### config.mk
export PLATFORM = sky130hd
export DESIGN_NAME = gafs_div
export DESIGN_NICKNAME = d
export VERILOG_FILES = /design/src/gafs_pkg.sv /design/src/gafs_div.sv
export SDC_FILE = /design/constraint.sdc
export NUM_CORES = 2
export LEC_CHECK = 0
export BUFFER_PORTS_ARGS = -buffer_cell sky130_fd_sc_hd__buf_4
export CAP_MARGIN = 10
export CELL_PAD_IN_SITES_DETAIL_PLACEMENT = 1
export CELL_PAD_IN_SITES_GLOBAL_PLACEMENT = 2
export CORE_UTILIZATION = 40
export CTS_CLUSTER_SIZE = 20
export DETAILED_ROUTE_END_ITERATION = 10
export MAX_ROUTING_LAYER = met4
export PLACE_DENSITY = 0.8
export SLEW_MARGIN = 15
export SYNTH_ARGS = -nofsm -noshare
export SYNTH_HDL_FRONTEND = slang
export SYNTH_SLANG_ARGS = --single-unit
### constraint.sdc
create_clock -name clk -period 27.7 [get_ports clk]
set_input_delay 5.54 -clock clk [delete_from_list [all_inputs] [get_ports clk]]
set_output_delay 5.54 -clock clk [all_outputs]
set_load 0.05 [all_outputs]
### src/gafs_pkg.sv
// ----------------------------------------------------------------------------
// Genotype allele frequency shaper package
// Shared widths, codes and record types for the shaper pipeline.
// ----------------------------------------------------------------------------
package gafs_pkg;

  localparam int COUNT_WIDTH = 24;
  localparam int FRAC_BITS   = 16;

  // Genotype total and allele counts need two more bits, the allele total three.
  localparam int GT_TOT_W = COUNT_WIDTH + 2;
  localparam int AL_W     = COUNT_WIDTH + 2;
  localparam int NUM_W    = COUNT_WIDTH + 3;

  localparam int PCT_SCALE = 100;
  localparam int MUL_W     = $clog2(PCT_SCALE + 1);
  // The numerator never exceeds its denominator, so a quotient is at most
  // PCT_SCALE * 2^FRAC_BITS.
  localparam int QUO_W     = MUL_W + FRAC_BITS;
  localparam int THR_W     = FRAC_BITS + 1;
  localparam int PROD_W    = THR_W + NUM_W;
  localparam int VALUE_W   = 44;

  localparam int CODE_W     = 4;
  localparam int KIND_W     = 2;
  localparam int NUM_CODES  = 9;
  localparam int CFG_IDX_W  = 3;
  localparam int CFG_DATA_W = THR_W;

  localparam logic [THR_W-1:0] ONE_Q = {1'b1, {FRAC_BITS{1'b0}}};

  typedef enum logic [CODE_W-1:0] {
    CODE_GT_HOMREF,
    CODE_GT_HET,
    CODE_GT_HOMALT,
    CODE_GT_MISSING,
    CODE_GT_TOTAL,
    CODE_AL_REF,
    CODE_AL_ALT,
    CODE_AL_MISSING,
    CODE_AL_TOTAL
  } code_t;

  typedef enum logic [KIND_W-1:0] {
    KIND_ABS,
    KIND_FRAC,
    KIND_PCT
  } kind_t;

  typedef enum logic [CFG_IDX_W-1:0] {
    REG_ABSOLUTE_MASK,
    REG_SECTION_MASK,
    REG_INCLUDE_TOTALS,
    REG_PERCENT_SCALE,
    REG_EXTRAPOLATE,
    REG_MIN_FREQ_AL,
    REG_MIN_FREQ_GT
  } cfg_idx_t;

  typedef struct packed {
    logic [1:0]       absolute_mask;
    logic [1:0]       section_mask;
    logic             include_totals;
    logic             percent_scale;
    logic             extrapolate;
    logic [THR_W-1:0] min_freq_al;
    logic [THR_W-1:0] min_freq_gt;
  } cfg_t;

  typedef struct packed {
    logic [COUNT_WIDTH-1:0] g0;
    logic [COUNT_WIDTH-1:0] g1;
    logic [COUNT_WIDTH-1:0] g2;
    logic [COUNT_WIDTH-1:0] g3;
    logic [AL_W-1:0]        a0;
    logic [AL_W-1:0]        a1;
    logic [AL_W-1:0]        a2;
    logic [GT_TOT_W-1:0]    tot_gt;
    logic [NUM_W-1:0]       tot_al;
    logic [NUM_W-1:0]       den_al;
    logic                   na;
  } item_t;

  typedef struct packed {
    logic [NUM_W-1:0] num;
    logic [NUM_W-1:0] den;
    logic             rel;
    code_t            code;
    kind_t            kind;
    logic             na;
    logic             last;
  } op_t;

  typedef struct packed {
    op_t              op;
    logic [NUM_W-1:0] r;
    logic [QUO_W-1:0] q;
    logic [MUL_W-1:0] low;
  } dstage_t;

endpackage

### src/gafs_div.sv
// ----------------------------------------------------------------------------
// Shaper scaling divider
// Scale stage, one restoring quotient bit per stage, and the result register.
// ----------------------------------------------------------------------------
module gafs_div (
  input  logic                         clk,
  input  logic                         rst,
  input  logic                         in_valid,
  output logic                         in_ready,
  input  gafs_pkg::op_t                in_op,
  output logic                         out_valid,
  input  logic                         stall,
  output logic [gafs_pkg::VALUE_W-1:0] value,
  output logic [gafs_pkg::CODE_W-1:0]  code,
  output logic [gafs_pkg::KIND_W-1:0]  kind,
  output logic                         na,
  output logic                         last
);
  import gafs_pkg::*;

  localparam int NST = QUO_W + 1;

  logic                     v [NST];
  logic                     rdy [NST];
  dstage_t                  st [NST];
  dstage_t                  st0_next;
  logic [NUM_W+MUL_W-1:0]   prod;
  logic [MUL_W-1:0]         mulc;
  logic                     rdy_o;
  logic                     ov;
  logic [VALUE_W-1:0]       o_value;
  code_t                    o_code;
  kind_t                    o_kind;
  logic                     o_na, o_last;

  function automatic dstage_t div_step(dstage_t s);
    logic [NUM_W:0] t;
    dstage_t        n;
    n     = s;
    t     = {s.r, s.low[MUL_W-1]};
    n.low = s.low << 1;
    if (t >= {1'b0, s.op.den}) begin
      n.r = NUM_W'(t - {1'b0, s.op.den});
      n.q = {s.q[QUO_W-2:0], 1'b1};
    end else begin
      n.r = t[NUM_W-1:0];
      n.q = {s.q[QUO_W-2:0], 1'b0};
    end
    return n;
  endfunction

  assign rdy_o = !ov || !stall;

  always_comb begin
    rdy[NST-1] = !v[NST-1] || rdy_o;
    for (int s = NST - 2; s >= 0; s--) begin
      rdy[s] = !v[s] || rdy[s+1];
    end
  end

  assign in_ready = rdy[0];

  // The top part of the scaled numerator is already below the denominator,
  // so only the low scale bits and the fraction zeros are shifted in.
  assign mulc = (in_op.kind == KIND_PCT) ? MUL_W'(PCT_SCALE) : MUL_W'(1);
  assign prod = (NUM_W+MUL_W)'(in_op.num) * (NUM_W+MUL_W)'(mulc);

  always_comb begin
    st0_next.op  = in_op;
    st0_next.r   = prod[NUM_W+MUL_W-1:MUL_W];
    st0_next.low = prod[MUL_W-1:0];
    st0_next.q   = '0;
  end

  always_ff @(posedge clk) begin
    if (rst) begin
      for (int s = 0; s < NST; s++) v[s] <= 1'b0;
      ov <= 1'b0;
    end else begin
      if (rdy[0]) v[0] <= in_valid;
      for (int s = 1; s < NST; s++) begin
        if (rdy[s]) v[s] <= v[s-1];
      end
      if (rdy_o) ov <= v[NST-1];
    end
  end

  always_ff @(posedge clk) begin
    if (rdy[0] && in_valid) st[0] <= st0_next;
    for (int s = 1; s < NST; s++) begin
      if (rdy[s] && v[s-1]) st[s] <= div_step(st[s-1]);
    end
    if (rdy_o && v[NST-1]) begin
      if (st[NST-1].op.na) begin
        o_value <= '0;
      end else if (st[NST-1].op.rel) begin
        o_value <= VALUE_W'(st[NST-1].q);
      end else begin
        o_value <= VALUE_W'(st[NST-1].op.num);
      end
      o_code <= st[NST-1].op.code;
      o_kind <= st[NST-1].op.kind;
      o_na   <= st[NST-1].op.na;
      o_last <= st[NST-1].op.last;
    end
  end

  assign out_valid = ov;
  assign value     = o_value;
  assign code      = o_code;
  assign kind      = o_kind;
  assign na        = o_na;
  assign last      = o_last;

endmodule

Yosys cells after proc, flatten, opt, wreduce, memory -nomap -nowiden. Memory sizes are Yosys's and may differ from the RTL's. Index checks and enable logic that the tools add are counted.

Magnitude comparators: 23. Div/mod/pow operators: 0. Bitwise gates (word level): 24. Shifts and indexed selects: 0. Reductions and logical operators: 77. Equal/unequal tests: 1. $mul: 1. Add/subtract/negate cells: 23. Muxes and demuxes: 194.

Operators by type and width (number): 50-bit 2-to-1 mux (46); 28-bit by 27-bit greater-or-equal comparator with 1-bit output (23); 27-bit subtractor (23); 1-bit 2-to-1 mux (146); 27-bit by 7-bit multiplier with 34-bit output (1); 1-bit zero test (26); 1-bit logical AND (25); 1-bit logical OR (25); 1-bit OR (24); 23-bit 2-to-1 mux (1); 7-bit 2-to-1 mux (1); 2-bit == test, second input constant (1); 2-bit OR reduction (1).

Bits of input ports: 67. ROM bits: 0. Memories kept: 2. Output and inout port bits: 54. Register bits after elaboration: 53. RAM bits: 2904. Word-level logic and storage cells: 352. Latch bits: 0.

Memory list: st (depth 24, bits a word 120, read ports 24, clocked after Yosys merged registers in 0, wr ports 24, RTL line gafs_div.sv:25) `dstage_t st [NST];`; v (depth 24, bits a word 1, read ports 24, clocked after Yosys merged registers in 0, wr ports 24, RTL line gafs_div.sv:23) `logic v [NST];`.

Depth between registers and ports, before layout.
Depth after elaboration: 30. Gate-level depth with buffers: 24. Mapped depth without buffers: 22.

Worst setup path before layout. Ideal clock, no wire load.

Path type: input to register. From: input stall. To: memory st[0][242] (netlist bit) (enable). Slack: 13.152 ns. Cell stages on the path: 9. Buffers on the path: 1. Data required time: 26.997 ns. Setup time: 0.703 ns. Arrival: 13.846 ns. Cell sequence: nand4_1 > nor2_1 > nand3_1 > nor3_1 > and3_1 > and3_1 > clkbuf_1 > and3_1 > a21boi_0.

RTL lines: start, declared (RTL line gafs_div.sv:12) `input logic stall,`; end, declared (RTL line gafs_div.sv:25).

Final worst setup path.
From: input stall. To: output in_ready.

Word-level cells in the longest chain between the ends: 26.

RTL lines: 1-bit zero test (RTL line gafs_div.sv:52) `assign rdy_o = !ov || !stall;`; 1-bit logical OR (RTL line gafs_div.sv:52); 1-bit logical OR (RTL line gafs_div.sv:55) `rdy[NST-1] = !v[NST-1] || rdy_o;`; 1-bit logical OR (23 in series) (RTL line gafs_div.sv:57) `rdy[s] = !v[s] || rdy[s+1];`; end, declared (RTL line gafs_div.sv:9) `output logic in_ready,`.

No other way between the ends.

==> results by group <==
Timing
  • Setup ws final: 12.89 ns
  • Final hold vios: 0
  • Max-slew violations: 0
  • Hold slack: 0.3953 ns
  • Layout Skew: 0.09353 ns
  • Normalized max-slew margin: 14.94%
  • Fin crit share: 53.47%
  • RSZ-0062 raised after global routing: false
  • Maximum operating frequency: 67.52 MHz
  • Actual slew at the worst max-slew pin: 1.244 ns
  • Final setup violation count: 0
  • Fin crit period: 14.81 ns
  • Setup TNS: 0 ns

Route
  • Drt wl/cell: 20.67 um
  • Post-Route WL: 267.9 mm
  • Vias per cell: 5.166
  • Residual DRC count: 0
  • Pre-antenna DRT Iters: 5
  • DR vias: 66,964
  • Antenna Violating Nets Remaining: 0
  • Iteration-0 DRC Markers: 3,355

Clock tree
  • Worst-Skew Late Latency: 0.92 ns
  • CTS Sinks: 2,470
  • CTS tree: built
  • Clock Root Buffer: clkbuf_16
  • Post CTS Setup Buffer Count: 0
  • CTS Buffer Depth: 4
  • CTS Hold Bufs: 0
  • H-Tree Depth: 5
  • Num CTS Buffers: 277
  • Resized cells post-CTS: 0
  • Worst-path clk slew: 0.06 ns

Finish
  • Non-Filler Instances: 12,962
  • Util after Layout: 45.45%
  • NumNets Final: 9,803
  • Area Growth Syn to Fin: 12.89%
  • Post-route cell area: 131,000 sq um
  • Layout cells sized above 1: 10.41%
  • Most frequent cells in the layout: edfxtp_1 (2,469), inv_1 (977), ha_1 (716), a21oi_1 (500), nand2_1 (494)
  • Most common cell after layout, fill and taps aside: edfxtp_1

Power and ir drop
  • Design Power: 8.195 mW
  • PD cells: 62.58 nW/um^2
  • Leak: 49.53 nW
  • Worst vdd ir: 0.00004350 V

Synth
  • Synth Register Bits: 2,470
  • Register area share after synthesis: 63.93%
  • Synth Cell Area: 116,000 sq um
  • Primary FF master, synth: edfxtp_1
  • Yosys warnings: 0
  • Post-synth EDFFs: 2,469
  • Synth cell types: 92
  • Synth Instances: 8,617
  • Synth async-reset ratio: 0%
  • Syn avg cell area: 13.46 sq um

Worst setup path
  • Most used cell, CP: and3_1
  • Crit-path max FO: 8
  • Critical Path End Type: primary output
  • Worst-path cell chain: buf_4, nand4_1, nor2_1, nand3_1, nor3_2, and3_1, and3_1, and3_1, nand4_1, buf_4
  • Crit. Startpoint: stall
  • Cell at the slowest stage of the critical path: nor3_2
  • Worst setup path category: primary input to primary output
  • Worst setup SP type: primary input
  • Arr. time, crit path: 9.27 ns
  • Worst path max stage delay: 0.85 ns
  • Worst EP required: 22.16 ns
  • Worst R2R Start: out_valid
  • Sum of buffers and inverters on the critical path: 2
  • Crit path max-delay family: simple AND/OR/NAND/NOR gates

Floorplan
  • Die ar.: 292,200 sq um
  • Initial Util: 40.26%
  • Die X: 540.5 um
  • Cell Rows: 197
  • Ports: 121
  • Die height: 540.5 um
  • Core area: 288,100 sq um

Placed design
  • Placed cells: 12,457
  • Input/output buffers: 103
  • Pre-CTS WS: 12.85 ns
  • Final HPWL DP: 204.1 mm
  • GP Congestion: 0.8914
  • Placement Cell Area: 121,800 sq um

GRT
  • Number of global-route vias before repair: 71,929
  • Remaining Overflow, GRT: 0
  • GRT Util Overall: 18.71%
  • Largest net degree at the start of global routing: 106
  • Initial antenna violation count: 10
  • First-pass GRT wire length: 415.5 mm

Status
  • Run status: completed

Job
  • Max cap viols: 0

Min path
  • Hold Path Class: register to register
  • Hold_sp: st[2][133]
## where the power goes
group          internal [mW]  switching (mW)  total [mW]
registers               4.12          0.0258        4.14
logic                  0.158           0.221       0.379
clock network           2.14            1.53        3.67
total                   6.42            1.78        8.19
## flip-flops by register name, indices dropped and copies added, names as in the netlist
name       flops
code           4
kind           2
last           1
na             1
out_valid      1
st          2410
v             24
value         27
## cell type report
| class | count | area (sq um) |
|---|---|---|
| timing repair buffer | 174 | 1331 |
| inverter | 977 | 3667 |
| sequential | 2470 | 74160 |
| tap | 3781 | 4731 |
| antenna | 8 | 20.02 |
| clock buffer | 333 | 7184 |
| multi-input combinational | 5055 | 37920 |
| fill | 29187 | 157200 |
| clock inverter | 164 | 1936 |
## synth_stat cells (all sizes together) (52+ instances only)
cell	n	area share, %
a211oi	52	0.34
a21o	217	1.4
a21oi	503	2.2
a31oi	60	0.32
clkbuf	84	0.27
edfxtp	2469	64
fa	65	1.1
ha	716	7.7
inv	977	3.2
mux2	279	2.8
nand2	494	1.6
nand2b	93	0.50
nand3	110	0.47
nand4	81	0.44
nor2	428	1.4
nor2b	112	0.60
nor3	88	0.38
o21a	96	0.62
o21ai	458	2.0
o21bai	81	0.52
xnor2	301	2.3
xor2	216	1.6
## worst reg2reg max path, stage by stage, from the launching register on
cell	delay [ns]
dfxtp_1	0.44
nand4_1	0.29
nor2_1	0.48
nand3_1	0.34
nor3_2	0.85
and3_1	0.40
and3_1	0.44
and3_1	0.39
nand4_1	0.21
and2_4	0.33
buf_4	0.48
## routing by layer
metal / wire [um] / global-route usage [%] / up-vias
met5: 0 / - / -
met2: 141600 / 34.32 / 844
li1: - / - / 32275
met3: 7717 / 2.284 / 428
met4: 7728 / 5.664 / 0
met1: 110800 / 21.14 / 33417
## cells by family after synthesis
logic type | count (synthesis) | synth area share [%]
AOI/OAI and AO/OA | 1769 | 9.697
xor gates and xnor gates | 517 | 3.903
adders and majority gates | 781 | 8.845
buffers and inverters | 1111 | 3.715
DFF | 2470 | 63.93
muxes | 321 | 3.123
other | 2 | 0.006474
and+or+nand+nor | 1646 | 6.780
## worst paths after layout
check	endpoint	slack (ns)	depth (start not counted)
worst min-delay path	st[2][254]	0.40	0
worst max register to register	st[0][0]	22.57	10
worst max-delay path	in_ready	12.89	10
worst min register to register	st[2][254]	0.40	0
Note: power is estimated with default switching activity, not from simulation.
