[config.mk]
export PLATFORM = sky130hd
export DESIGN_NAME = gafs_seq
export DESIGN_NICKNAME = d
export VERILOG_FILES = /design/src/gafs_pkg.sv /design/src/gafs_seq.sv
export SDC_FILE = /design/constraint.sdc
export NUM_CORES = 1
export LEC_CHECK = 0
export BUFFER_PORTS_ARGS = -buffer_cell sky130_fd_sc_hd__buf_2
export CAP_MARGIN = 30
export CELL_PAD_IN_SITES_DETAIL_PLACEMENT = 1
export CELL_PAD_IN_SITES_GLOBAL_PLACEMENT = 1
export CORE_MARGIN = 8
export CORE_UTILIZATION = 36
export CTS_BUF_LIST = sky130_fd_sc_hd__clkbuf_8 sky130_fd_sc_hd__clkbuf_16
export DETAILED_ROUTE_END_ITERATION = 16
export PLACE_DENSITY = 0.88
export SLEW_MARGIN = 10
export SYNTH_ARGS = -nofsm -noshare
export SYNTH_HDL_FRONTEND = slang
export SYNTH_SLANG_ARGS = --single-unit
[constraint.sdc]
create_clock -name clk -period 8.15 [get_ports clk]
set_input_delay 0.815 -clock clk [delete_from_list [all_inputs] [get_ports clk]]
set_output_delay 0.815 -clock clk [all_outputs]
set_load 0.05 [all_outputs]
[src/gafs_pkg.sv]
// ----------------------------------------------------------------------------
// Genotype allele frequency shaper package
// Shared widths, codes and record types for the shaper pipeline.
// ----------------------------------------------------------------------------
package gafs_pkg;

  localparam int COUNT_WIDTH = 24;
  localparam int FRAC_BITS   = 16;

  // Genotype total and allele counts need two more bits, the allele total three.
  localparam int GT_TOT_W = COUNT_WIDTH + 2;
  localparam int AL_W     = COUNT_WIDTH + 2;
  localparam int NUM_W    = COUNT_WIDTH + 3;

  localparam int PCT_SCALE = 100;
  localparam int MUL_W     = $clog2(PCT_SCALE + 1);
  // The numerator never exceeds its denominator, so a quotient is at most
  // PCT_SCALE * 2^FRAC_BITS.
  localparam int QUO_W     = MUL_W + FRAC_BITS;
  localparam int THR_W     = FRAC_BITS + 1;
  localparam int PROD_W    = THR_W + NUM_W;
  localparam int VALUE_W   = 44;

  localparam int CODE_W     = 4;
  localparam int KIND_W     = 2;
  localparam int NUM_CODES  = 9;
  localparam int CFG_IDX_W  = 3;
  localparam int CFG_DATA_W = THR_W;

  localparam logic [THR_W-1:0] ONE_Q = {1'b1, {FRAC_BITS{1'b0}}};

  typedef enum logic [CODE_W-1:0] {
    CODE_GT_HOMREF,
    CODE_GT_HET,
    CODE_GT_HOMALT,
    CODE_GT_MISSING,
    CODE_GT_TOTAL,
    CODE_AL_REF,
    CODE_AL_ALT,
    CODE_AL_MISSING,
    CODE_AL_TOTAL
  } code_t;

  typedef enum logic [KIND_W-1:0] {
    KIND_ABS,
    KIND_FRAC,
    KIND_PCT
  } kind_t;

  typedef enum logic [CFG_IDX_W-1:0] {
    REG_ABSOLUTE_MASK,
    REG_SECTION_MASK,
    REG_INCLUDE_TOTALS,
    REG_PERCENT_SCALE,
    REG_EXTRAPOLATE,
    REG_MIN_FREQ_AL,
    REG_MIN_FREQ_GT
  } cfg_idx_t;

  typedef struct packed {
    logic [1:0]       absolute_mask;
    logic [1:0]       section_mask;
    logic             include_totals;
    logic             percent_scale;
    logic             extrapolate;
    logic [THR_W-1:0] min_freq_al;
    logic [THR_W-1:0] min_freq_gt;
  } cfg_t;

  typedef struct packed {
    logic [COUNT_WIDTH-1:0] g0;
    logic [COUNT_WIDTH-1:0] g1;
    logic [COUNT_WIDTH-1:0] g2;
    logic [COUNT_WIDTH-1:0] g3;
    logic [AL_W-1:0]        a0;
    logic [AL_W-1:0]        a1;
    logic [AL_W-1:0]        a2;
    logic [GT_TOT_W-1:0]    tot_gt;
    logic [NUM_W-1:0]       tot_al;
    logic [NUM_W-1:0]       den_al;
    logic                   na;
  } item_t;

  typedef struct packed {
    logic [NUM_W-1:0] num;
    logic [NUM_W-1:0] den;
    logic             rel;
    code_t            code;
    kind_t            kind;
    logic             na;
    logic             last;
  } op_t;

  typedef struct packed {
    op_t              op;
    logic [NUM_W-1:0] r;
    logic [QUO_W-1:0] q;
    logic [MUL_W-1:0] low;
  } dstage_t;

endpackage

[src/gafs_seq.sv]
// ----------------------------------------------------------------------------
// Shaper result sequencer
// Holds one variant and issues its result requests in code order, one per cycle while op_ready is high.
// ----------------------------------------------------------------------------
module gafs_seq (
  input  logic            clk,
  input  logic            rst,
  input  gafs_pkg::cfg_t  cfg,
  input  logic            in_valid,
  output logic            in_ready,
  input  gafs_pkg::item_t in_item,
  output logic            op_valid,
  input  logic            op_ready,
  output gafs_pkg::op_t   op
);
  import gafs_pkg::*;

  logic [NUM_CODES-1:0] pend, pend_next, lowbit, emit_mask;
  item_t                it;
  code_t                cur;
  logic                 fire;

  always_comb begin
    emit_mask    = '0;
    emit_mask[0] = cfg.section_mask[0];
    emit_mask[1] = cfg.section_mask[0];
    emit_mask[2] = cfg.section_mask[0];
    emit_mask[3] = cfg.section_mask[0] && !cfg.absolute_mask[0];
    emit_mask[4] = cfg.section_mask[0] && cfg.include_totals;
    emit_mask[5] = cfg.section_mask[1];
    emit_mask[6] = cfg.section_mask[1];
    emit_mask[7] = cfg.section_mask[1];
    emit_mask[8] = cfg.section_mask[1] && cfg.include_totals;
  end

  assign lowbit = pend & (~pend + NUM_CODES'(1));

  always_comb begin
    cur = CODE_GT_HOMREF;
    for (int i = 0; i < NUM_CODES; i++) begin
      if (lowbit[i]) cur = code_t'(CODE_W'(i));
    end
  end

  assign op_valid  = pend != '0;
  assign fire      = op_valid && op_ready;
  assign pend_next = fire ? (pend & ~lowbit) : pend;
  assign in_ready  = pend_next == '0;

  always_comb begin
    op      = '0;
    op.code = cur;
    unique case (cur)
      CODE_GT_HOMREF: begin
        op.num = NUM_W'(it.g0);
        op.den = NUM_W'(it.tot_gt);
        op.rel = !cfg.absolute_mask[0];
      end
      CODE_GT_HET: begin
        op.num = NUM_W'(it.g1);
        op.den = NUM_W'(it.tot_gt);
        op.rel = !cfg.absolute_mask[0];
      end
      CODE_GT_HOMALT: begin
        op.num = NUM_W'(it.g2);
        op.den = NUM_W'(it.tot_gt);
        op.rel = !cfg.absolute_mask[0];
      end
      CODE_GT_MISSING: begin
        op.num = NUM_W'(it.g3);
        op.den = NUM_W'(it.tot_gt);
        op.rel = 1'b1;
      end
      CODE_GT_TOTAL: begin
        op.num = NUM_W'(it.tot_gt);
      end
      CODE_AL_REF: begin
        op.num = NUM_W'(it.a0);
        op.den = it.den_al;
        op.rel = !cfg.absolute_mask[1];
      end
      CODE_AL_ALT: begin
        op.num = NUM_W'(it.a1);
        op.den = it.den_al;
        op.rel = !cfg.absolute_mask[1];
      end
      CODE_AL_MISSING: begin
        op.num = NUM_W'(it.a2);
        op.den = it.tot_al;
        op.rel = !cfg.absolute_mask[1];
      end
      CODE_AL_TOTAL: begin
        op.num = it.tot_al;
      end
      default: begin
        op.num = '0;
      end
    endcase
    op.kind = !op.rel ? KIND_ABS : (cfg.percent_scale ? KIND_PCT : KIND_FRAC);
    op.na   = it.na || (op.rel && op.den == '0);
    op.last = (pend & ~lowbit) == '0;
  end

  always_ff @(posedge clk) begin
    if (rst) begin
      pend <= '0;
    end else if (in_valid && in_ready) begin
      pend <= emit_mask;
    end else begin
      pend <= pend_next;
    end
  end

  always_ff @(posedge clk) begin
    if (in_valid && in_ready) it <= in_item;
  end

endmodule

# --- Yosys cells after proc, flatten, opt, wreduce, memory -nomap -nowiden ---
# Index checks and enable logic that the tools add are counted.
# Widths: inputs -> output; s select.
totals:
  reg_bits: 264
  output_inout_bits: 65
classes:
  addsub: 1
  n_eq_ne: 8
  mux: 14
  bitwise_logic: 4
  n_reduce_logical: 16
ops:
  columns: ["cell", "n"]
  rows:
  - ["$pmux 27 s9", 1]
  - ["$pmux 28 s4", 1]
  - ["$mux 4", 7]
  - ["$logic_not 27->1", 1]
  - ["$and 9x9->9", 2]
  - ["$logic_not 9->1", 2]
  - ["$mux 9", 2]
  - ["$not 9->9", 2]
  - ["$eq 4x3->1 const B", 4]
  - ["$add 9x1->9 const B", 1]
  - ["$reduce_bool 9->1", 1]
  - ["$eq 4x2->1 const B", 2]
  - ["$logic_and 1x1->1", 6]
  - ["$eq 4x1->1 const B", 1]
  - ["$eq 4x4->1 const B", 1]
  - ["$logic_not 4->1", 1]
  - ["$mux 2", 2]
  - ["$reduce_or 3->1", 1]
  - ["$logic_not 1->1", 2]
  - ["$reduce_or 2->1", 1]
  - ["$logic_or 1x1->1", 1]
  - ["$mux 1", 1]

# --- Logic depth before layout (Yosys ltp) ---
depth:
  depth_word: 17
  mapped_depth: 11

# --- Worst setup path after synthesis ---
# OpenSTA, ideal clock, no wires.
synth_path:
  path_type: "input -> register"
  from: "input port op_ready"
  to: "register it[0] in the netlist's numbering (enable)"
  arrival_ns: 8.203
  required_time_ns: 7.503
  path_slack_ns: -0.700
  stages: 6
  path_cell_list: "or3b_2 > maj3_1 > o22ai_1 > o311ai_0 > inv_1 > and2_1"
synth_via:
  elab_chain_cells: 4
synth_rtl:
  columns: ["element", "line_no", "text"]
  rows:
  - ["from (decl)", "gafs_seq.sv:13", "input logic op_ready,"]
  - ["$logic_and 1x1->1", "gafs_seq.sv:46", "assign fire = op_valid && op_ready;"]
  - ["$mux 9", "gafs_seq.sv:47", "assign pend_next = fire ? (pend & ~lowbit) : pend;"]
  - ["$logic_not 9->1", "gafs_seq.sv:48", "assign in_ready = pend_next == '0;"]
  - ["named net in_ready", "gafs_seq.sv:10", "output logic in_ready,"]
  - ["$logic_and 1x1->1", "gafs_seq.sv:115", "if (in_valid && in_ready) it <= in_item;"]
  - ["to (signal assigned)", "gafs_seq.sv:115", null]
  - ["to (decl)", "gafs_seq.sv:19", "item_t it;"]
# The timed path passes the listed nets, and every way through them passes these cells.
# A chain may end at the register's enable or synchronous reset.

==> results.ini <==
[grt]
antenna_found_initial = 5
grt_max_degree = 196
grt_pass1_wl_um = 52800
grt_pass1_vias = 8266
overflow = 0
grt_use_total_pct = 21.3

[timing]
fmax_mhz = 203
relSlewSlack_pct = 29.7
timing.final.crit_period_ns = 4.93
setup_violations = 0
rsz0062_at_grt = no
tightest_slew_ns = 1.05
setup-tns-final_ns = 0
setup_ws_ns = 3.22
period_share_pct = 60.5
finalHoldViolations = 0
drv_slew = 0
clock_skew_ns = 0.0179

[clock_network]
clk-insertion-delay-late_ns = 0.54
clock-sinks = 264
cts_resized = 0
cts_tree = done
clockBufferDepth = 3
h-tree-depth = 1
clk_pin_slew_worst_paths_ns = 0.07
hold_buffers = 0
post_cts_buffers = 0
root_buffer = clkbuf_16
cts-buffers-inserted = 29

[synthesis]
ys_ff_latch = 264
ys_seq_area_share_pct = 78.4
async_flop_share_pct = 0
syn_avg_cell_area_um2 = 16.0
syn_inst = 627
yosysTopAreaCell = edfxtp_1
yosys_most_used_dff = edfxtp_1
syn-num-nets = 927
synth-warning-count = 0
synth_edf_count = 255
synth_area_leaders = edfxtp_1 77%, a222oi_1 7.4%, nand2_1 3.0%
yosys.area.top_type_share_pct = 76.6
synthDistinctLibCells = 44
syn_area_um2 = 10000

[finish]
area_growth_pct = 30.1
final_cell_area_um2 = 13000
layout.nets = 1259
layout-drive-gt1-share_pct = 40.4

[worst_setup_path]
cp_top_family = simple AND/OR/NAND/NOR gates
cpPeakStageDelay_ns = 0.83
cp_data_required_time_ns = 7.34
critPathBufInv = 2
cp-start-kind = register
cp-end-kind = output port
slowest_stage = nor4_1
path_max_fanout = 50
critical_path_class = reg2out
worstPathCellList = nor4_1, and4_2, buf_4, a222oi_1, nand4_1, nor4_1, a41o_1, buf_2
cpMostUsedCell = nor4_1
crit_arrival_ns = 4.12

[power]
leakage_nw = 5.21
intPower_mw = 2.94
vdd_ir_drop_max_v = 0.000245
power.switching_mw = 1.96
power.density_nw_per_um2 = 377
power_frac_seq_pct = 39.9
combPwrFrac_pct = 34.0
p_sw_share_pct = 40.0
finalPower_mw = 4.90
pwr-share-clk_pct = 26.2

[placed_design]
gp_congestion = 0.907
dpl-instance-area_um2 = 12100
hpwl_um = 26100
post-place-ws_ns = 3.76
port-buffer-count = 329

[floorplanning]
die_h_um = 183
start_util_pct = 36.3
fp.dieArea_um2 = 33400
design.core.area_um2 = 27600
rows = 61
ioPinCount = 365
die_w_um = 183

[drt]
dr.pass1.iters = 8
via_per_inst = 5.41
num_vias = 7369
drt_iter0_drc = 836
routed_wl_um = 36600
wl_per_cell_um = 26.9
drc = 0
ant_nets = 0

[status]
outcome = complete, no violations

[run]
maxCapViolCount = 0

[hold_path]
min_path_type = in2reg

metal layers:
layer | up-vias | track usage, % | share of wire [%] | routed length [um]
met3 | 60 | 6.14 | 9.3 | 3400
met1 | 3670 | 23.3 | 36 | 13100
li1 | 3222 | - | - | -
met2 | 411 | 39.0 | 52 | 19200
met4 | 6 | 6.66 | 2.6 | 969
met5 | - | 0 | 0.11 | 41
worst register-to-register path, cell delays in order (launching register included):
cell and delay (ns):
dfxtp_1 0.45, nor4_1 0.83, nand3_1 0.29, a211oi_1 0.26
o311ai_0 0.27, inv_1 0.15, and2_4 0.67, buf_12 0.86
synth_stat cells, types with 2 or more instances:
library cell	count
o21ai_0	7
buf_6	3
nand3_1	30
a31o_2	3
dfxtp_1	9
or2_2	2
and2_1	2
nor2b_1	2
edfxtp_1	255
buf_4	2
buf_2	9
o22ai_1	3
inv_1	35
maj3_1	3
nand2_1	79
nor2_1	13
clkbuf_1	24
nand4_1	7
a22oi_1	4
o21bai_1	5
o2bb2ai_1	2
a21oi_1	28
nor3_1	4
a222oi_1	74
nor4_1	3
logic make-up after synthesis:
| group | Yosys count | synth area share (%) |
|---|---|---|
| AO/OA/AOI/OAI | 136 | 11.3 |
| adder cells (fa/ha/maj) | 3 | 0.300 |
| buffers and inverters | 74 | 3.19 |
| flip-flops | 264 | 78.4 |
| AND/OR/NAND/NOR | 150 | 6.87 |
sequential cells by signal, summed over array words and instances, names as in the netlist:
register and count:
it 255, pend 9
path summary, 6_finish.rpt:
check	from	slack, ns	to	cells after the start
hold reg to reg	pend[6]	0.57	pend[6]	2
hold / removal	in_item[28]	0.44	it[28]	1
setup reg to reg	pend[0]	3.86	it[156]	7
setup / recovery	pend[0]	3.22	op[1]	8
metrics by stage:
stage | hold WS (ns) | util [%] | cells
after global placement | 0.542 | 43.8 | 1305
after global routing | 0.411 | 47.2 | 1361
final | 0.443 | 47.2 | 1361
after CTS | 0.406 | 47.1 | 1358
after detailed placement | 0.559 | 43.8 | 1305
after floorplan | 0.495 | - | 627
power by group through the flow:
stage / sequential [mW] / combinational [mW] / clock [mW]
after floorplan: 1.96 / 1.14 / 0
after global placement: 1.95 / 1.64 / 0
after detailed placement: 1.98 / 1.67 / 0
after CTS: 1.96 / 1.68 / 1.31
after global routing: 1.98 / 1.75 / 1.36
final: 1.95 / 1.66 / 1.28
cell type report:
| class | count | area, um^2 |
|---|---|---|
| Antenna cell | 2 | 5.00 |
| Clock inverter | 24 | 198 |
| Inverter | 35 | 131 |
| Clock buffer | 29 | 726 |
| Sequential cell | 264 | 7840 |
| Fill cell | 2844 | 14500 |
| Tap cell | 378 | 473 |
| Multi-Input combinational cell | 289 | 1890 |
| Timing Repair Buffer | 340 | 1750 |
cells in the final DEF, fill, tap and decap left out, types with 10 or more instances in the layout:
| master | Yosys | final |
|---|---|---|
| clkbuf_16 | 0 | 29 |
| buf_2 | 9 | 329 |
| edfxtp_1 | 255 | 255 |
| nor2_1 | 13 | 10 |
| nand3_1 | 30 | 30 |
| inv_1 | 35 | 39 |
| nand2_1 | 79 | 79 |
| a222oi_1 | 74 | 74 |
| a21oi_1 | 28 | 28 |
No activity file was read; power rests on OpenSTA's default activity.
