[src/gafs_pkg.sv]
// ----------------------------------------------------------------------------
// Genotype allele frequency shaper package
// Shared widths, codes and record types for the shaper pipeline.
// ----------------------------------------------------------------------------
package gafs_pkg;

  localparam int COUNT_WIDTH = 24;
  localparam int FRAC_BITS   = 16;

  // Genotype total and allele counts need two more bits, the allele total three.
  localparam int GT_TOT_W = COUNT_WIDTH + 2;
  localparam int AL_W     = COUNT_WIDTH + 2;
  localparam int NUM_W    = COUNT_WIDTH + 3;

  localparam int PCT_SCALE = 100;
  localparam int MUL_W     = $clog2(PCT_SCALE + 1);
  // The numerator never exceeds its denominator, so a quotient is at most
  // PCT_SCALE * 2^FRAC_BITS.
  localparam int QUO_W     = MUL_W + FRAC_BITS;
  localparam int THR_W     = FRAC_BITS + 1;
  localparam int PROD_W    = THR_W + NUM_W;
  localparam int VALUE_W   = 44;

  localparam int CODE_W     = 4;
  localparam int KIND_W     = 2;
  localparam int NUM_CODES  = 9;
  localparam int CFG_IDX_W  = 3;
  localparam int CFG_DATA_W = THR_W;

  localparam logic [THR_W-1:0] ONE_Q = {1'b1, {FRAC_BITS{1'b0}}};

  typedef enum logic [CODE_W-1:0] {
    CODE_GT_HOMREF,
    CODE_GT_HET,
    CODE_GT_HOMALT,
    CODE_GT_MISSING,
    CODE_GT_TOTAL,
    CODE_AL_REF,
    CODE_AL_ALT,
    CODE_AL_MISSING,
    CODE_AL_TOTAL
  } code_t;

  typedef enum logic [KIND_W-1:0] {
    KIND_ABS,
    KIND_FRAC,
    KIND_PCT
  } kind_t;

  typedef enum logic [CFG_IDX_W-1:0] {
    REG_ABSOLUTE_MASK,
    REG_SECTION_MASK,
    REG_INCLUDE_TOTALS,
    REG_PERCENT_SCALE,
    REG_EXTRAPOLATE,
    REG_MIN_FREQ_AL,
    REG_MIN_FREQ_GT
  } cfg_idx_t;

  typedef struct packed {
    logic [1:0]       absolute_mask;
    logic [1:0]       section_mask;
    logic             include_totals;
    logic             percent_scale;
    logic             extrapolate;
    logic [THR_W-1:0] min_freq_al;
    logic [THR_W-1:0] min_freq_gt;
  } cfg_t;

  typedef struct packed {
    logic [COUNT_WIDTH-1:0] g0;
    logic [COUNT_WIDTH-1:0] g1;
    logic [COUNT_WIDTH-1:0] g2;
    logic [COUNT_WIDTH-1:0] g3;
    logic [AL_W-1:0]        a0;
    logic [AL_W-1:0]        a1;
    logic [AL_W-1:0]        a2;
    logic [GT_TOT_W-1:0]    tot_gt;
    logic [NUM_W-1:0]       tot_al;
    logic [NUM_W-1:0]       den_al;
    logic                   na;
  } item_t;

  typedef struct packed {
    logic [NUM_W-1:0] num;
    logic [NUM_W-1:0] den;
    logic             rel;
    code_t            code;
    kind_t            kind;
    logic             na;
    logic             last;
  } op_t;

  typedef struct packed {
    op_t              op;
    logic [NUM_W-1:0] r;
    logic [QUO_W-1:0] q;
    logic [MUL_W-1:0] low;
  } dstage_t;

endpackage

[src/gafs_front.sv]
// ----------------------------------------------------------------------------
// Shaper front end
// Four stages: genotype sums, allele totals, threshold products, filter test.
// ----------------------------------------------------------------------------
module gafs_front (
  input  logic                             clk,
  input  logic                             rst,
  input  gafs_pkg::cfg_t                   cfg,
  input  logic                             in_valid,
  output logic                             in_ready,
  input  logic [gafs_pkg::COUNT_WIDTH-1:0] count_homref,
  input  logic [gafs_pkg::COUNT_WIDTH-1:0] count_het,
  input  logic [gafs_pkg::COUNT_WIDTH-1:0] count_homalt,
  input  logic [gafs_pkg::COUNT_WIDTH-1:0] count_missing,
  output logic                             out_valid,
  input  logic                             out_ready,
  output gafs_pkg::item_t                  out_item
);
  import gafs_pkg::*;

  logic              v1, v2, v3, v4;
  logic              rdy1, rdy2, rdy3, rdy4;
  item_t             s1, s2, s3, s4;
  item_t             s1_next, s2_next, s4_next;
  logic [PROD_W-1:0] p_al, p_gt;
  logic [PROD_W-1:0] p_al_next, p_gt_next;
  logic              act_al, act_gt, trip_al, trip_gt;

  function automatic logic below(logic [NUM_W-1:0] num, logic [NUM_W-1:0] den,
                                 logic [PROD_W-1:0] prod);
    logic [PROD_W-1:0] lhs;
    lhs = PROD_W'({num, {FRAC_BITS{1'b0}}});
    return (den != '0) && (lhs < prod);
  endfunction

  assign rdy4     = !v4 || out_ready;
  assign rdy3     = !v3 || rdy4;
  assign rdy2     = !v2 || rdy3;
  assign rdy1     = !v1 || rdy2;
  assign in_ready = rdy1;

  always_comb begin
    s1_next        = '0;
    s1_next.g0     = count_homref;
    s1_next.g1     = count_het;
    s1_next.g2     = count_homalt;
    s1_next.g3     = count_missing;
    s1_next.a0     = AL_W'({count_homref, 1'b0}) + AL_W'(count_het);
    s1_next.a1     = AL_W'({count_homalt, 1'b0}) + AL_W'(count_het);
    s1_next.a2     = AL_W'({count_missing, 1'b0});
    s1_next.tot_gt = GT_TOT_W'(count_homref) + GT_TOT_W'(count_het)
                   + GT_TOT_W'(count_homalt) + GT_TOT_W'(count_missing);
  end

  always_comb begin
    s2_next        = s1;
    s2_next.tot_al = NUM_W'(s1.a0) + NUM_W'(s1.a1) + NUM_W'(s1.a2);
    s2_next.den_al = cfg.extrapolate ? NUM_W'(s1.a0) + NUM_W'(s1.a1) : s2_next.tot_al;
  end

  assign p_al_next = PROD_W'(cfg.min_freq_al) * PROD_W'(s2.den_al);
  assign p_gt_next = PROD_W'(cfg.min_freq_gt) * PROD_W'(s2.tot_gt);

  // A threshold above one disables its filter.
  assign act_al  = cfg.min_freq_al <= ONE_Q;
  assign act_gt  = cfg.min_freq_gt <= ONE_Q;
  assign trip_al = below(NUM_W'(s3.a0), s3.den_al, p_al)
                || below(NUM_W'(s3.a1), s3.den_al, p_al);
  assign trip_gt = below(NUM_W'(s3.g0), NUM_W'(s3.tot_gt), p_gt)
                || below(NUM_W'(s3.g1), NUM_W'(s3.tot_gt), p_gt)
                || below(NUM_W'(s3.g2), NUM_W'(s3.tot_gt), p_gt);

  always_comb begin
    s4_next    = s3;
    s4_next.na = (act_al && trip_al) || (act_gt && trip_gt);
  end

  always_ff @(posedge clk) begin
    if (rst) begin
      v1 <= 1'b0;
      v2 <= 1'b0;
      v3 <= 1'b0;
      v4 <= 1'b0;
    end else begin
      if (rdy1) v1 <= in_valid;
      if (rdy2) v2 <= v1;
      if (rdy3) v3 <= v2;
      if (rdy4) v4 <= v3;
    end
  end

  always_ff @(posedge clk) begin
    if (rdy1 && in_valid) s1 <= s1_next;
    if (rdy2 && v1) s2 <= s2_next;
    if (rdy3 && v2) begin
      s3   <= s2;
      p_al <= p_al_next;
      p_gt <= p_gt_next;
    end
    if (rdy4 && v3) s4 <= s4_next;
  end

  assign out_valid = v4;
  assign out_item  = s4;

endmodule

[config.mk]
export PLATFORM = sky130hd
export DESIGN_NAME = gafs_front
export DESIGN_NICKNAME = d
export VERILOG_FILES = /design/src/gafs_pkg.sv /design/src/gafs_front.sv
export SDC_FILE = /design/constraint.sdc
export NUM_CORES = 2
export LEC_CHECK = 0
export BUFFER_PORTS_ARGS = -buffer_cell sky130_fd_sc_hd__buf_2
export CORE_ASPECT_RATIO = 1.25
export CORE_MARGIN = 5
export CORE_UTILIZATION = 50
export CTS_BUF_LIST = sky130_fd_sc_hd__clkbuf_4 sky130_fd_sc_hd__clkbuf_8
export DETAILED_ROUTE_END_ITERATION = 12
export GPL_TIMING_DRIVEN = 0
export HOLD_SLACK_MARGIN = 0.15
export PLACE_DENSITY = 0.79
export SYNTH_ARGS = -nofsm -noshare
export SYNTH_HDL_FRONTEND = slang
export SYNTH_SLANG_ARGS = --single-unit
[constraint.sdc]
create_clock -name clk -period 41.6 [get_ports clk]
set_input_delay 4.16 -clock clk [delete_from_list [all_inputs] [get_ports clk]]
set_output_delay 4.16 -clock clk [all_outputs]
set_load 0.03 [all_outputs]
### Yosys cells after proc, flatten, opt, wreduce, memory -nomap -nowiden

Index checks and enable logic that the tools add are counted.

* add/subtract/negate cells: 7
* multipliers: 2
* divide/modulo/power cells: 0
* magnitude comparators: 7
* equality and inequality tests: 0
* shifts and indexed selects: 0
* multiplexer cells: 1
* bitwise gates (word level): 0
* reduce and logical (&&, ||, !) cells: 25

Operators by type and width (number)
* 40-bit by 43-bit < comparator with 1-bit output: 3
* 42-bit by 44-bit < comparator with 1-bit output: 2
* 25-bit by 24-bit adder with 26-bit output: 3
* 17-bit by 27-bit multiplier with 44-bit output: 1
* 17-bit by 26-bit multiplier with 43-bit output: 1
* 17-bit less-or-equal comparator (second input constant): 2
* 26-bit by 26-bit adder with 27-bit output: 1
* 27-bit by 25-bit adder with 27-bit output: 1
* 27-bit 2-to-1 mux: 1
* 27-bit nonzero test: 1
* 26-bit by 24-bit adder with 26-bit output: 1
* 26-bit nonzero test: 1
* 24-bit by 24-bit adder with 25-bit output: 1
* 1-bit logical AND: 11
* 1-bit logical OR: 8
* 1-bit zero test: 4

* bits in registers: 950
* bits in latches: 0
* memory bits (writable): 0
* bits in read-only memories: 0
* input bits: 141
* output and inout port bits: 257
* word-level logic and storage cells: 83
* memories kept: 0

### Depth between registers and ports, before layout

* depth in word-level cells: 6
* gate-level depth with buffers: 26

### Least setup slack after synthesis

OpenSTA, ideal clock, no wires.

* path kind: input port to flip-flop
* start point: in out_ready
* end point: reg p_al[10] (enable)
* library setup time: 1.457 ns
* arrival: 26.527 ns
* setup slack: 13.616 ns
* stages on the path: 2
* cells stage by stage: nor2b_1 > a21boi_0

* cells in the longest elaborated chain, start to end: 3

RTL lines
* start: declaration: line gafs_front.sv:16 `input logic out_ready,`
* 1-bit logical OR: line gafs_front.sv:36 `assign rdy4 = !v4 || out_ready;`
* 1-bit logical OR: line gafs_front.sv:37 `assign rdy3 = !v3 || rdy4;`
* 1-bit logical AND: line gafs_front.sv:95 `if (rdy3 && v2) begin`
* end signal: assignment: line gafs_front.sv:97 `p_al <= p_al_next;`
* end: declaration: line gafs_front.sv:25 `logic [PROD_W-1:0] p_al, p_gt;`

No other way between the ends.
A chain may end at the register's enable or synchronous reset.

### Worst setup path in the final report

* start point: in cfg[3] (netlist bit)
* end point: reg p_gt[42] (data pin)

* cells in the longest elaborated chain, start to end: 1

RTL lines
* start: declaration: line gafs_front.sv:8 `input gafs_pkg::cfg_t cfg,`
* 17-bit by 26-bit multiplier with 43-bit output: line gafs_front.sv:62 `assign p_gt_next = PROD_W'(cfg.min_freq_gt) * PROD_W'(s2.tot_gt);`
* named net p_gt_next[42]: line gafs_front.sv:26 `logic [PROD_W-1:0] p_al_next, p_gt_next;`
* end signal: assignment: line gafs_front.sv:98 `p_gt <= p_gt_next;`
* end: declaration: line gafs_front.sv:25

The timed path passes the listed nets, and every way through them passes these cells.

==> results.cfg <==
[finish]
fill_cells = 10809
layout_common_cells = inv_1 (1018), edfxtp_1 (931), fa_1 (781)
mostFrequentLayoutCell = inv_1
utilization_pct = 56.4
fin_nets = 7481
drive_gt1_share_pct = 11.6
area_delta_synth_final_pct = 12.0

[synth]
synthMuxAreaShare_pct = 0.467
synth_fa_ha_area_share_pct = 32.4
syn_avg_cell_area_um2 = 12.0
synth_xor_area_share_pct = 2.27
async_flop_share_pct = 0
synthSimpleGateAreaFrac_pct = 9.73
yosysSeqAreaShare_pct = 42.2
synth-seq-cells = 935
syn_inst = 5523
synth_top_family_by_area = adder cells
synth_compound_area_share_pct = 5.91
synth-edff-count = 931
synthFlopType = edfxtp_1
syn-cell-area_um2 = 66400
synth_cell_types = 84
yosysWarnings = 0

[routing]
post-route-drc-count = 0
initialDrtViolationCount = 3679
drt_pass1_iterations = 6
viasPerCell = 5.57
drt-total-wl_mm = 187
ant_nets = 0
post_drt_wl_per_cell_um = 23.6
vias = 44331

[timing]
skew_ps = 73.8
slew_viol_final = 0
tns_ps = 0
fmax_ghz = 0.0879
setup_viol = 0
worstMarginPinSlew_ps = 1340
min_period_ps = 11380
finalCritPeriodShare_pct = 27.3
rsz0062_at_grt = false
relSlewSlack_pct = 9.28
hold_violations = 0
holdWs_ps = 391
postLayoutSetupSlackWorst_ps = 30220

[floorplanning]
die_h_um = 418
num_rows = 149
num_io_pins = 398
dieArea_um2 = 140000
core_area_um2 = 132000
die_x_um = 336
initial_core_util_pct = 50.3

[global_route]
track_usage_pct = 26.8
busiest_layer = met2
grt_util_met2_pct = 43.2
grtUsageMet1_pct = 34.0
gr-total-overflow = 0
grt_pass1_vias = 46201
grt.met3_usage_pct = 6.09
grt_max_degree = 40
antenna_found_initial = 44
grt_pass1_wl_mm = 279

[status]
status = complete, no violations

[cts]
cts_sinks = 935
path_clk_slew_ps = 60
ctsHoldBuffers = 0
post_cts_buffers = 0
cts_htree_levels = 4
clk_latency_ps = 870
root_buffer = clkbuf_8
cts.repair.resized = 0
numCtsBuffers = 144
cts_tree = built
clock_path_buffers = 3

[min_path]
worstHoldStart = s1[70]
hp-class = reg -> reg
hold_end = s2[70]
hold_depth = 0

[worst_setup_path]
worst-setup-path-type = in -> reg
worstPathArrival_ps = 11970
cp_common_cell = fa_1
rrSetupSlack_ps = 33500
endpoint_kind = flop
path_max_fanout = 10
crit_path_start_kind = primary input
r2r-start = s2[67]
path_cells = clkbuf_1 > clkbuf_1 > nand2_1 > fa_1 > fa_1 > fa_1 > inv_1 > fa_1 > fa_1 > inv_1 > fa_1 > inv_1 > ha_1 > nand4_1 > or2_0 > a211oi_2 > o41ai_2 > a31oi_1 > a211oi_2 > a31o_2 > o31a_1 > o21ai_1 > xnor2_1
crit-reg2reg-capture = p_gt[41]
crit_required_ps = 42190
critical_path.slowest_cell = clkbuf_1
rr_worst_depth = 20
max_stage_delay_ps = 690

[placed_design]
portBuffers = 368
place_ws_ps = 29610
globalplace.congestion = 0.962
hpwlAfterDp_mm = 150

[flow_run]
cap_violations = 0
==> registers in the layout (all words and copies together) (netlist names) <==
name / flops
out_item: 225
out_valid: 1
p_al: 43
p_gt: 43
s1: 172
s2: 224
s3: 224
v1: 1
v2: 1
v3: 1
==> per-stage QoR <==
stage	cells	instance area, µm²
global route	7946	74400
global placement	7643	70500
detailed placement	7677	71300
CTS	7934	74300
floorplan	5539	66500
finish	7960	74400
==> worst max path at each step <==
stage / startpoint / end / slack, ps / cells past startpoint
2_1_floorplan: out_ready / p_al[10] / 13620 / 2
3_3_place_gp: out_ready / s3[7] / 2820 / 3
3_5_place_dp: cfg[3] / p_gt[42] / 29610 / 23
4_1_cts: cfg[3] / p_gt[42] / 30500 / 23
5_1_grt: cfg[3] / p_gt[41] / 30060 / 22
6_report: cfg[3] / p_gt[42] / 30220 / 23
==> per-layer routing <==
layer	vias to the layer above	part of all wire, %
met5	-	0.051
li1	19216	-
met2	2112	47
met3	506	9.0
met4	14	6.0
met1	22483	38
==> worst max-delay path, delay by kind of cell <==
kind,cells,cell delay [ps]
buffers and inverters,5,1490
XOR/XNOR,1,100
AND/OR/NAND/NOR,3,790
AO/OA/AOI/OAI,7,2030
adder cells (fa/ha/maj),7,3400
==> synth_stat cells, types with 9 or more instances <==
cell,number,area (µm²)
or3_1,15,93.8
nand2b_1,25,156
nor2b_1,26,163
o21a_1,23,173
clkbuf_1,154,578
edfxtp_1,931,28000
ha_1,472,5910
fa_1,781,15600
o21bai_1,36,270
o21ai_0,91,455
nor3_1,32,160
o211ai_1,12,90.1
a21boi_0,9,67.6
nor2_1,117,439
and3_1,14,87.6
a21o_1,99,743
a31oi_1,17,106
mux2_2,24,270
nand4_1,32,200
and2_1,353,2210
nor4_1,38,238
a21oi_1,195,976
a211oi_1,16,120
xor2_1,38,333
xnor2_1,134,1170
nand3_1,37,185
buf_4,30,225
nand2_1,619,2320
o31ai_1,14,105
inv_1,1018,3820
==> layout make-up <==
cell class	instances	area [µm²]	area share [%]
antenna	26	65.1	0.0874
buffer	186	812	1.09
clock buffer	172	2200	2.96
clock inverter	85	822	1.10
inverter	1018	3820	5.14
multi-input combinational	3400	33900	45.5
sequential	935	28000	37.7
tap	1736	2170	2.92
timing repair buffer	402	2600	3.49
==> kinds of logic after synthesis <==
kind of cell,Yosys count
and+or+nand+nor,1335
adders and majority gates,1253
buffers and inverters,1204
DFF,935
AOI/OAI and AO/OA,594
xor gates and xnor gates,172
muxes,28
other,2
Power is not shown: default switching activity piles up to over one toggle a cycle in this logic, so the estimate is an artifact.
